**src/design/jsef_pkg.sv**
```systemverilog
// shared types, constants and byte tables of the json string escape framer
package jsef_pkg;

  // frame lengths, sequencer index width and queue depth
  localparam int HEAD_LEN     = 10;
  localparam int TAIL_LEN     = 2;
  localparam int UNI_LEN      = 6;
  localparam int IDX_W        = 4;
  localparam int QUEUE_DEPTH  = 4;

  // special byte values
  localparam logic [7:0] CH_QUOTE  = 8'h22;
  localparam logic [7:0] CH_BSLASH = 8'h5c;
  localparam logic [7:0] CH_BS     = 8'h08;
  localparam logic [7:0] CH_FF     = 8'h0c;
  localparam logic [7:0] CH_LF     = 8'h0a;
  localparam logic [7:0] CH_CR     = 8'h0d;
  localparam logic [7:0] CH_TAB    = 8'h09;
  localparam logic [7:0] CH_LOW_B  = 8'h62;
  localparam logic [7:0] CH_LOW_F  = 8'h66;
  localparam logic [7:0] CH_LOW_N  = 8'h6e;
  localparam logic [7:0] CH_LOW_R  = 8'h72;
  localparam logic [7:0] CH_LOW_T  = 8'h74;
  localparam logic [7:0] CH_LOW_U  = 8'h75;
  localparam logic [7:0] CH_ZERO   = 8'h30;
  localparam logic [7:0] CH_RBRACE = 8'h7d;
  localparam logic [7:0] CTRL_TOP  = 8'h20;

  // escape class of one body byte
  typedef enum logic [1:0] {
    ESC_PLAIN,
    ESC_SHORT,
    ESC_UNI
  } esc_kind_t;

  // emission phase of the back end
  typedef enum logic [1:0] {
    PH_IDLE,
    PH_PREFIX,
    PH_ESC,
    PH_SUFFIX
  } phase_t;

  // command passed from front to back through the queue
  typedef struct packed {
    logic [7:0] ch;
    esc_kind_t  kind;
    logic [7:0] short_ch;
    logic       prefix;
    logic       suffix;
  } jsef_cmd_t;

  // prefix {"value":" by position
  function automatic logic [7:0] head_byte(input logic [IDX_W-1:0] idx);
    logic [7:0] b;
    unique case (idx)
      4'd0:    b = 8'h7b;
      4'd1:    b = 8'h22;
      4'd2:    b = 8'h76;
      4'd3:    b = 8'h61;
      4'd4:    b = 8'h6c;
      4'd5:    b = 8'h75;
      4'd6:    b = 8'h65;
      4'd7:    b = 8'h22;
      4'd8:    b = 8'h3a;
      4'd9:    b = 8'h22;
      default: b = 8'h22;
    endcase
    return b;
  endfunction

  // lowercase hex digit
  function automatic logic [7:0] hex_char(input logic [3:0] nib);
    logic [7:0] b;
    if (nib < 4'd10) begin
      b = CH_ZERO + {4'd0, nib};
    end else begin
      b = 8'h57 + {4'd0, nib};
    end
    return b;
  endfunction

endpackage

```
**src/design/json_string_escape_framer.sv**
```systemverilog
// Frames a raw byte stream as {"value":"..."} with JSON string escaping.
// Each accepted request is a body byte; tlast marks the last byte of a document.
// The front end classifies every byte in the cycle it is taken and writes one
// command into a QUEUE_DEPTH-entry queue, so requests are taken one per cycle
// until the queue fills. The back end sequencer emits one output byte per cycle
// unless out_tready stalls: a plain byte yields 1 byte, a short escape 2, a \u00XX
// escape 6, the prefix before the first byte of a document adds 10 and the suffix
// after the last adds 2, so the output byte count sets the sustained rate. out_tlast
// marks the last output byte caused by one request and out_tuser the closing brace.
module json_string_escape_framer #(
  parameter int QUEUE_DEPTH = jsef_pkg::QUEUE_DEPTH
) (
  input  logic       clk,
  input  logic       rst_n,
  input  logic       in_tvalid,
  output logic       in_tready,
  input  logic [7:0] in_tdata,   // [7:0] data_byte
  input  logic       in_tlast,   // final_byte
  output logic       out_tvalid,
  input  logic       out_tready,
  output logic [7:0] out_tdata,  // [7:0] out_byte
  output logic       out_tlast,  // run_last
  output logic       out_tuser   // [0] doc_end
);
  import jsef_pkg::*;

  jsef_cmd_t push_cmd;
  jsef_cmd_t pop_cmd;
  logic      push_valid;
  logic      pop_valid;
  logic      pop_ready;

  // classification front end
  jsef_front u_front (
    .clk        (clk),
    .rst_n      (rst_n),
    .in_tvalid  (in_tvalid),
    .in_tdata   (in_tdata),
    .in_tlast   (in_tlast),
    .push_ready (in_tready),
    .push_valid (push_valid),
    .push_cmd   (push_cmd)
  );

  // decoupling queue
  jsef_queue #(
    .DEPTH (QUEUE_DEPTH)
  ) u_queue (
    .clk        (clk),
    .rst_n      (rst_n),
    .push_valid (push_valid),
    .push_ready (in_tready),
    .push_cmd   (push_cmd),
    .pop_valid  (pop_valid),
    .pop_ready  (pop_ready),
    .pop_cmd    (pop_cmd)
  );

  // emission back end
  jsef_back u_back (
    .clk        (clk),
    .rst_n      (rst_n),
    .pop_valid  (pop_valid),
    .pop_ready  (pop_ready),
    .pop_cmd    (pop_cmd),
    .out_tvalid (out_tvalid),
    .out_tready (out_tready),
    .out_tdata  (out_tdata),
    .out_tlast  (out_tlast),
    .out_tuser  (out_tuser)
  );

endmodule

```
**src/design/jsef_front.sv**
```systemverilog
// front end: classifies each body byte and tracks whether a document is open
module jsef_front (
  input  logic                clk,
  input  logic                rst_n,
  input  logic                in_tvalid,
  input  logic [7:0]          in_tdata,
  input  logic                in_tlast,
  input  logic                push_ready,
  output logic                push_valid,
  output jsef_pkg::jsef_cmd_t push_cmd
);
  import jsef_pkg::*;

  logic frame_open_r;
  logic frame_open_nxt;
  logic accept;

  assign push_valid = in_tvalid;
  assign accept     = in_tvalid && push_ready;

  // classify the byte into a command
  always_comb begin
    push_cmd.ch       = in_tdata;
    push_cmd.prefix   = !frame_open_r;
    push_cmd.suffix   = in_tlast;
    push_cmd.short_ch = in_tdata;
    push_cmd.kind     = ESC_PLAIN;
    priority if (in_tdata == CH_QUOTE || in_tdata == CH_BSLASH) begin
      push_cmd.kind = ESC_SHORT;
    end else if (in_tdata == CH_BS) begin
      push_cmd.kind     = ESC_SHORT;
      push_cmd.short_ch = CH_LOW_B;
    end else if (in_tdata == CH_FF) begin
      push_cmd.kind     = ESC_SHORT;
      push_cmd.short_ch = CH_LOW_F;
    end else if (in_tdata == CH_LF) begin
      push_cmd.kind     = ESC_SHORT;
      push_cmd.short_ch = CH_LOW_N;
    end else if (in_tdata == CH_CR) begin
      push_cmd.kind     = ESC_SHORT;
      push_cmd.short_ch = CH_LOW_R;
    end else if (in_tdata == CH_TAB) begin
      push_cmd.kind     = ESC_SHORT;
      push_cmd.short_ch = CH_LOW_T;
    end else if (in_tdata < CTRL_TOP) begin
      push_cmd.kind = ESC_UNI;
    end else begin
      push_cmd.kind = ESC_PLAIN;
    end
  end

  // document open flag
  always_comb begin
    frame_open_nxt = frame_open_r;
    if (accept) begin
      frame_open_nxt = !in_tlast;
    end
  end

  always_ff @(posedge clk) begin
    if (!rst_n) begin
      frame_open_r <= 1'b0;
    end else begin
      frame_open_r <= frame_open_nxt;
    end
  end

endmodule

```
**src/design/jsef_queue.sv**
```systemverilog
// small command queue between front and back
module jsef_queue #(
  parameter int DEPTH = jsef_pkg::QUEUE_DEPTH
) (
  input  logic                clk,
  input  logic                rst_n,
  input  logic                push_valid,
  output logic                push_ready,
  input  jsef_pkg::jsef_cmd_t push_cmd,
  output logic                pop_valid,
  input  logic                pop_ready,
  output jsef_pkg::jsef_cmd_t pop_cmd
);
  import jsef_pkg::*;

  localparam int PTR_W = (DEPTH > 1) ? $clog2(DEPTH) : 1;
  localparam int CNT_W = $clog2(DEPTH + 1);

  jsef_cmd_t        mem_r [DEPTH];
  logic [PTR_W-1:0] wr_ptr_r, wr_ptr_nxt;
  logic [PTR_W-1:0] rd_ptr_r, rd_ptr_nxt;
  logic [CNT_W-1:0] count_r, count_nxt;
  logic             do_push, do_pop;

  assign push_ready = (count_r != CNT_W'(DEPTH));
  assign pop_valid  = (count_r != '0);
  assign pop_cmd    = mem_r[rd_ptr_r];
  assign do_push    = push_valid && push_ready;
  assign do_pop     = pop_valid && pop_ready;

  // pointer and fill count update
  always_comb begin
    wr_ptr_nxt = wr_ptr_r;
    rd_ptr_nxt = rd_ptr_r;
    count_nxt  = count_r;
    if (do_push) begin
      wr_ptr_nxt = (wr_ptr_r == PTR_W'(DEPTH - 1)) ? '0 : wr_ptr_r + PTR_W'(1);
    end
    if (do_pop) begin
      rd_ptr_nxt = (rd_ptr_r == PTR_W'(DEPTH - 1)) ? '0 : rd_ptr_r + PTR_W'(1);
    end
    if (do_push && !do_pop) begin
      count_nxt = count_r + CNT_W'(1);
    end else if (do_pop && !do_push) begin
      count_nxt = count_r - CNT_W'(1);
    end
  end

  always_ff @(posedge clk) begin
    if (!rst_n) begin
      wr_ptr_r <= '0;
      rd_ptr_r <= '0;
      count_r  <= '0;
    end else begin
      wr_ptr_r <= wr_ptr_nxt;
      rd_ptr_r <= rd_ptr_nxt;
      count_r  <= count_nxt;
    end
  end

  // storage
  always_ff @(posedge clk) begin
    if (do_push) begin
      mem_r[wr_ptr_r] <= push_cmd;
    end
  end

endmodule

```
**src/design/jsef_back.sv**
```systemverilog
// back end: steps through prefix, escape and suffix bytes of each command
module jsef_back (
  input  logic                clk,
  input  logic                rst_n,
  input  logic                pop_valid,
  output logic                pop_ready,
  input  jsef_pkg::jsef_cmd_t pop_cmd,
  output logic                out_tvalid,
  input  logic                out_tready,
  output logic [7:0]          out_tdata,
  output logic                out_tlast,
  output logic                out_tuser
);
  import jsef_pkg::*;

  phase_t           phase_r, phase_nxt;
  logic [IDX_W-1:0] idx_r, idx_nxt;
  jsef_cmd_t        cmd_r, cmd_nxt;
  logic             out_valid_r, out_valid_nxt;
  logic [7:0]       out_data_r, out_data_nxt;
  logic             out_last_r, out_last_nxt;
  logic             out_user_r, out_user_nxt;

  logic             slot_free;
  logic             emit;
  logic             phase_end;
  logic             cmd_done;
  logic [7:0]       cur_byte;

  assign out_tvalid = out_valid_r;
  assign out_tdata  = out_data_r;
  assign out_tlast  = out_last_r;
  assign out_tuser  = out_user_r;

  assign slot_free = !out_valid_r || out_tready;
  assign emit      = (phase_r != PH_IDLE) && slot_free;

  // byte at the current position
  always_comb begin
    cur_byte  = cmd_r.ch;
    phase_end = 1'b0;
    unique case (phase_r)
      PH_PREFIX: begin
        cur_byte  = head_byte(idx_r);
        phase_end = (idx_r == IDX_W'(HEAD_LEN - 1));
      end
      PH_ESC: begin
        unique case (cmd_r.kind)
          ESC_SHORT: begin
            cur_byte  = (idx_r == '0) ? CH_BSLASH : cmd_r.short_ch;
            phase_end = (idx_r == IDX_W'(1));
          end
          ESC_UNI: begin
            unique case (idx_r)
              4'd0:    cur_byte = CH_BSLASH;
              4'd1:    cur_byte = CH_LOW_U;
              4'd2:    cur_byte = CH_ZERO;
              4'd3:    cur_byte = CH_ZERO;
              4'd4:    cur_byte = hex_char(cmd_r.ch[7:4]);
              default: cur_byte = hex_char(cmd_r.ch[3:0]);
            endcase
            phase_end = (idx_r == IDX_W'(UNI_LEN - 1));
          end
          default: begin
            cur_byte  = cmd_r.ch;
            phase_end = 1'b1;
          end
        endcase
      end
      PH_SUFFIX: begin
        cur_byte  = (idx_r == '0) ? CH_QUOTE : CH_RBRACE;
        phase_end = (idx_r == IDX_W'(TAIL_LEN - 1));
      end
      default: begin
        cur_byte  = cmd_r.ch;
        phase_end = 1'b0;
      end
    endcase
  end

  assign cmd_done  = emit && phase_end &&
                     ((phase_r == PH_SUFFIX) || (phase_r == PH_ESC && !cmd_r.suffix));
  assign pop_ready = (phase_r == PH_IDLE) || cmd_done;

  // sequencer next state and output register load
  always_comb begin
    phase_nxt     = phase_r;
    idx_nxt       = idx_r;
    cmd_nxt       = cmd_r;
    out_valid_nxt = out_valid_r;
    out_data_nxt  = out_data_r;
    out_last_nxt  = out_last_r;
    out_user_nxt  = out_user_r;

    if (emit) begin
      out_valid_nxt = 1'b1;
      out_data_nxt  = cur_byte;
      out_last_nxt  = cmd_done;
      out_user_nxt  = (phase_r == PH_SUFFIX) && phase_end;
    end else if (out_tready) begin
      out_valid_nxt = 1'b0;
    end

    if (emit) begin
      if (!phase_end) begin
        idx_nxt = idx_r + IDX_W'(1);
      end else begin
        idx_nxt = '0;
        unique case (phase_r)
          PH_PREFIX: phase_nxt = PH_ESC;
          PH_ESC:    phase_nxt = cmd_r.suffix ? PH_SUFFIX : PH_IDLE;
          default:   phase_nxt = PH_IDLE;
        endcase
      end
    end

    if (pop_ready) begin
      if (pop_valid) begin
        cmd_nxt   = pop_cmd;
        idx_nxt   = '0;
        phase_nxt = pop_cmd.prefix ? PH_PREFIX : PH_ESC;
      end else begin
        phase_nxt = PH_IDLE;
      end
    end
  end

  // state register
  always_ff @(posedge clk) begin
    if (!rst_n) begin
      phase_r     <= PH_IDLE;
      idx_r       <= '0;
      out_valid_r <= 1'b0;
    end else begin
      phase_r     <= phase_nxt;
      idx_r       <= idx_nxt;
      out_valid_r <= out_valid_nxt;
    end
  end

  // payload registers
  always_ff @(posedge clk) begin
    cmd_r      <= cmd_nxt;
    out_data_r <= out_data_nxt;
    out_last_r <= out_last_nxt;
    out_user_r <= out_user_nxt;
  end

endmodule

```
**config.mk**
```make
export PLATFORM = sky130hd
export DESIGN_NAME = json_string_escape_framer
export DESIGN_NICKNAME = d
export VERILOG_FILES = /design/src/design/jsef_pkg.sv /design/src/design/json_string_escape_framer.sv /design/src/design/jsef_front.sv /design/src/design/jsef_queue.sv /design/src/design/jsef_back.sv
export SDC_FILE = /design/constraint.sdc
export NUM_CORES = 1
export LEC_CHECK = 0
export BUFFER_PORTS_ARGS = -buffer_cell sky130_fd_sc_hd__buf_2
export CAP_MARGIN = 20
export CORE_MARGIN = 1.5
export CORE_UTILIZATION = 30
export DETAILED_ROUTE_END_ITERATION = 8
export PLACE_DENSITY = 0.46
export SYNTH_ARGS = -nofsm -noshare
export SYNTH_HDL_FRONTEND = slang
export SYNTH_SLANG_ARGS = --single-unit
export TNS_END_PERCENT = 10
```
**constraint.sdc**
```tcl
create_clock -name clk -period 10.45 [get_ports clk]
set_clock_uncertainty 0.1 [all_clocks]
set_input_delay 1.5675 -clock clk [delete_from_list [all_inputs] [get_ports clk]]
set_output_delay 1.5675 -clock clk [all_outputs]
set_load 0.05 [all_outputs]
```
==> run summary <==
Status: finished, final reports clean
Count of final setup violators: 0
Layout area overhead: 16.1%
Die H: 144 um
Slew HR: 33.3%
HPWL Detailed: 8180 um
Drt via density: 4.77
Total core area: 19500 sq um
Worst r2r src: u_back.phase_r[0]$_SDFFE_PN0P_
Register area share after synthesis: 62.2%
ANT cells: 0
Number of cell rows: 51
CTS max path bufs: 2
Antenna violations before repair: 0
H-tree depth: 4
Max Cap Viol: 0
Setup Crit Path Kind: in -> reg
Worst Hold Class: reg -> reg
Worst slew pin tran: 1.00 ns
Post-Route Setup TNS: 0 ns
Synth Area per Inst: 13.8 sq um
Die Footprint: 20900 sq um
Clk Latency, worst-skew pair: 0.42 ns
Final wirelength: 12100 um
CTS tree: done
Ys Warns: 0
Hold_sp: u_front.frame_open_r$_SDFFE_PN0P_
Global-route wire length before repair: 19200 um
Tot Pwr: 2.01 mW
I/O pins: 25
Initial DRT Pass Iterations: 4
CTS resizes: 0
Cell taking the most area after synthesis: edfxtp_1
Buffers on Ports: 24
CP required: 10.66 ns
Clock root buffer: clkbuf_16
WL per Instance: 16.3 um
Post-synthesis register bit count: 132
Routability cong.: 0.831
Crit Path Max Fanout: 24
CP startpoint kind: input pin
Initial Util: 30.8%
P_leak: 2.41 nW
Initial DRC count: 206
Final Hold Viols: 0
Ys flop type: edfxtp_1
Power density over the cells: 288 nW/um^2
Clk sink count: 132
Max Freq: 255 MHz
Post-Syn Instances: 435
Peak VDD IR: 136 uV
Pins Over Slew Limit: 0
Cts bufs inserted: 17
CP Capture Type: register
First element of the critical path: out_tready
Synth area leaders: edfxtp_1 55%, dfxtp_1 7.7%, mux4_2 7.5%
Tot GR Track Use: 12.6%
Ys async rst share: 0%
Pin count of the biggest net entering global routing: 25
Post-synth EDFFs: 109
DR DRC count: 0
ANT nets after route: 0
# hold bufs at CTS: 0
Share of the synthesized area in the top cell type: 54.5%
RSZ-0062 raised after global routing: no
Distinct cells, synth: 64
Vias in the first global route: 3547
Post-CTS setup buffers: 0
Tmin final: 3.92 ns
Nets: 503
Clock transition at the registers of the reported paths: 0.06 ns
Final period utilization: 37.5%
WP data arrival: 4.13 ns
Vias: 3536
Synth Net Count: 473
Post-Syn Area: 6000 sq um
Die Span X: 144 um
Congestion Overflow GR: 0
Layout cell share with drive strength beyond 1: 18.0%
[Yosys cell counts (4+ instances only)]
cell type,n
clkbuf_1,11
inv_1,27
o31ai_1,4
nand2_1,19
and3_1,5
and2_1,4
mux2i_1,5
nor2_1,22
ha_1,24
a21boi_0,5
mux4_2,20
nor3_1,8
dfxtp_1,23
edfxtp_1,109
nand3_1,5
a31oi_1,5
a21oi_1,38
buf_2,4
o21ai_0,16
nor2b_1,12
nand2b_1,4
[worst max-delay path, cell delays in order]
cell      delay, ns
buf_2          0.08
nand2b_1       0.18
o211ai_1       0.16
a221oi_2       0.29
buf_4          0.32
nand2b_1       0.37
nor2_1         0.18
ha_1           0.26
mux2i_1        0.14
a21oi_1        0.09
nor2_1         0.13
a221oi_1       0.08
a211o_1        0.28
[path summary, 6_finish.rpt]
kind                                                          end  slack (ns)  cells after the start
worst max register to register                           register        6.74                     14
worst min-delay path            u_front.frame_open_r$_SDFFE_PN0P_        0.40                      1
worst max-delay path                                     register        6.53                     13
worst min register to register  u_front.frame_open_r$_SDFFE_PN0P_        0.40                      1
[cells by family after synthesis]
family	share of synthesized area (%)
compound gates	11.3
xor+xnor	0.584
fa+ha+maj	5.33
buf+inv	3.21
flops	62.2
mux	8.71
simple gates	8.67
[final cells by class]
class / count / area (sq um)
clock buffer: 17 / 425
sequential: 132 / 3730
tap: 265 / 332
inverter: 27 / 101
timing repair buffer: 30 / 165
multi-input combinational: 257 / 2080
fill: 1895 / 12600
clock inverter: 14 / 136
[sequential cells by signal (all words and copies together), names as in the netlist, named ones only]
register	flops
u_queue.mem_r	80
u_back.cmd_r	19
u_back.out_tdata	8
u_back.idx_r	4
u_queue.count_r	3
u_back.phase_r	2
u_queue.rd_ptr_r	2
u_queue.wr_ptr_r	2
u_back.out_tlast	1
u_back.out_tuser	1
u_back.out_tvalid	1
u_front.frame_open_r	1
[through the flow]
| stage | setup WS, ns | instances | cell area [sq um] | util (%) | hold slack (ns) |
|---|---|---|---|---|---|
| final | 6.53 | 742 | 6970 | 35.7 | 0.402 |
| after global routing | 6.28 | 742 | 6970 | 35.7 | 0.453 |
| after CTS | 6.52 | 742 | 6970 | 35.7 | 0.409 |
| after detailed placement | 6.08 | 711 | 6410 | 32.8 | 0.395 |
| after global placement | 6.17 | 711 | 6410 | 32.8 | 0.389 |
| after floorplan | 5.97 | 435 | 6000 | - | 0.372 |
[routing by layer]
layer / up-vias / share of wire, % / wire [um] / GRT usage (%)
li1: 1719 / - / - / -
met1: 1747 / 48 / 5780 / 16.3
met2: 51 / 47 / 5740 / 19.8
met3: 19 / 2.7 / 332 / 3.21
met4: 0 / 1.9 / 224 / 5.58
met5: - / 0 / 0 / 0
[power by group]
group | leakage, nW | total, mW | internal (mW) | switching, mW
logic | 0.955 | 0.656 | 0.237 | 0.419
registers | 1.20 | 0.786 | 0.717 | 0.0691
clock network | 0.262 | 0.567 | 0.347 | 0.220
[placed cells by master (no fill, tap or decap), types with 6 or more instances in the layout]
cell type and instances:
buf_4 6, nor2_1 22, edfxtp_1 109, nor2b_1 12
inv_1 27, dfxtp_1 23, o21ai_0 16, clkbuf_16 17
nor3_1 8, mux4_2 20, buf_2 24, ha_1 24
a21oi_1 38, nand2_1 19
Power figures use the tool's default switching activity.
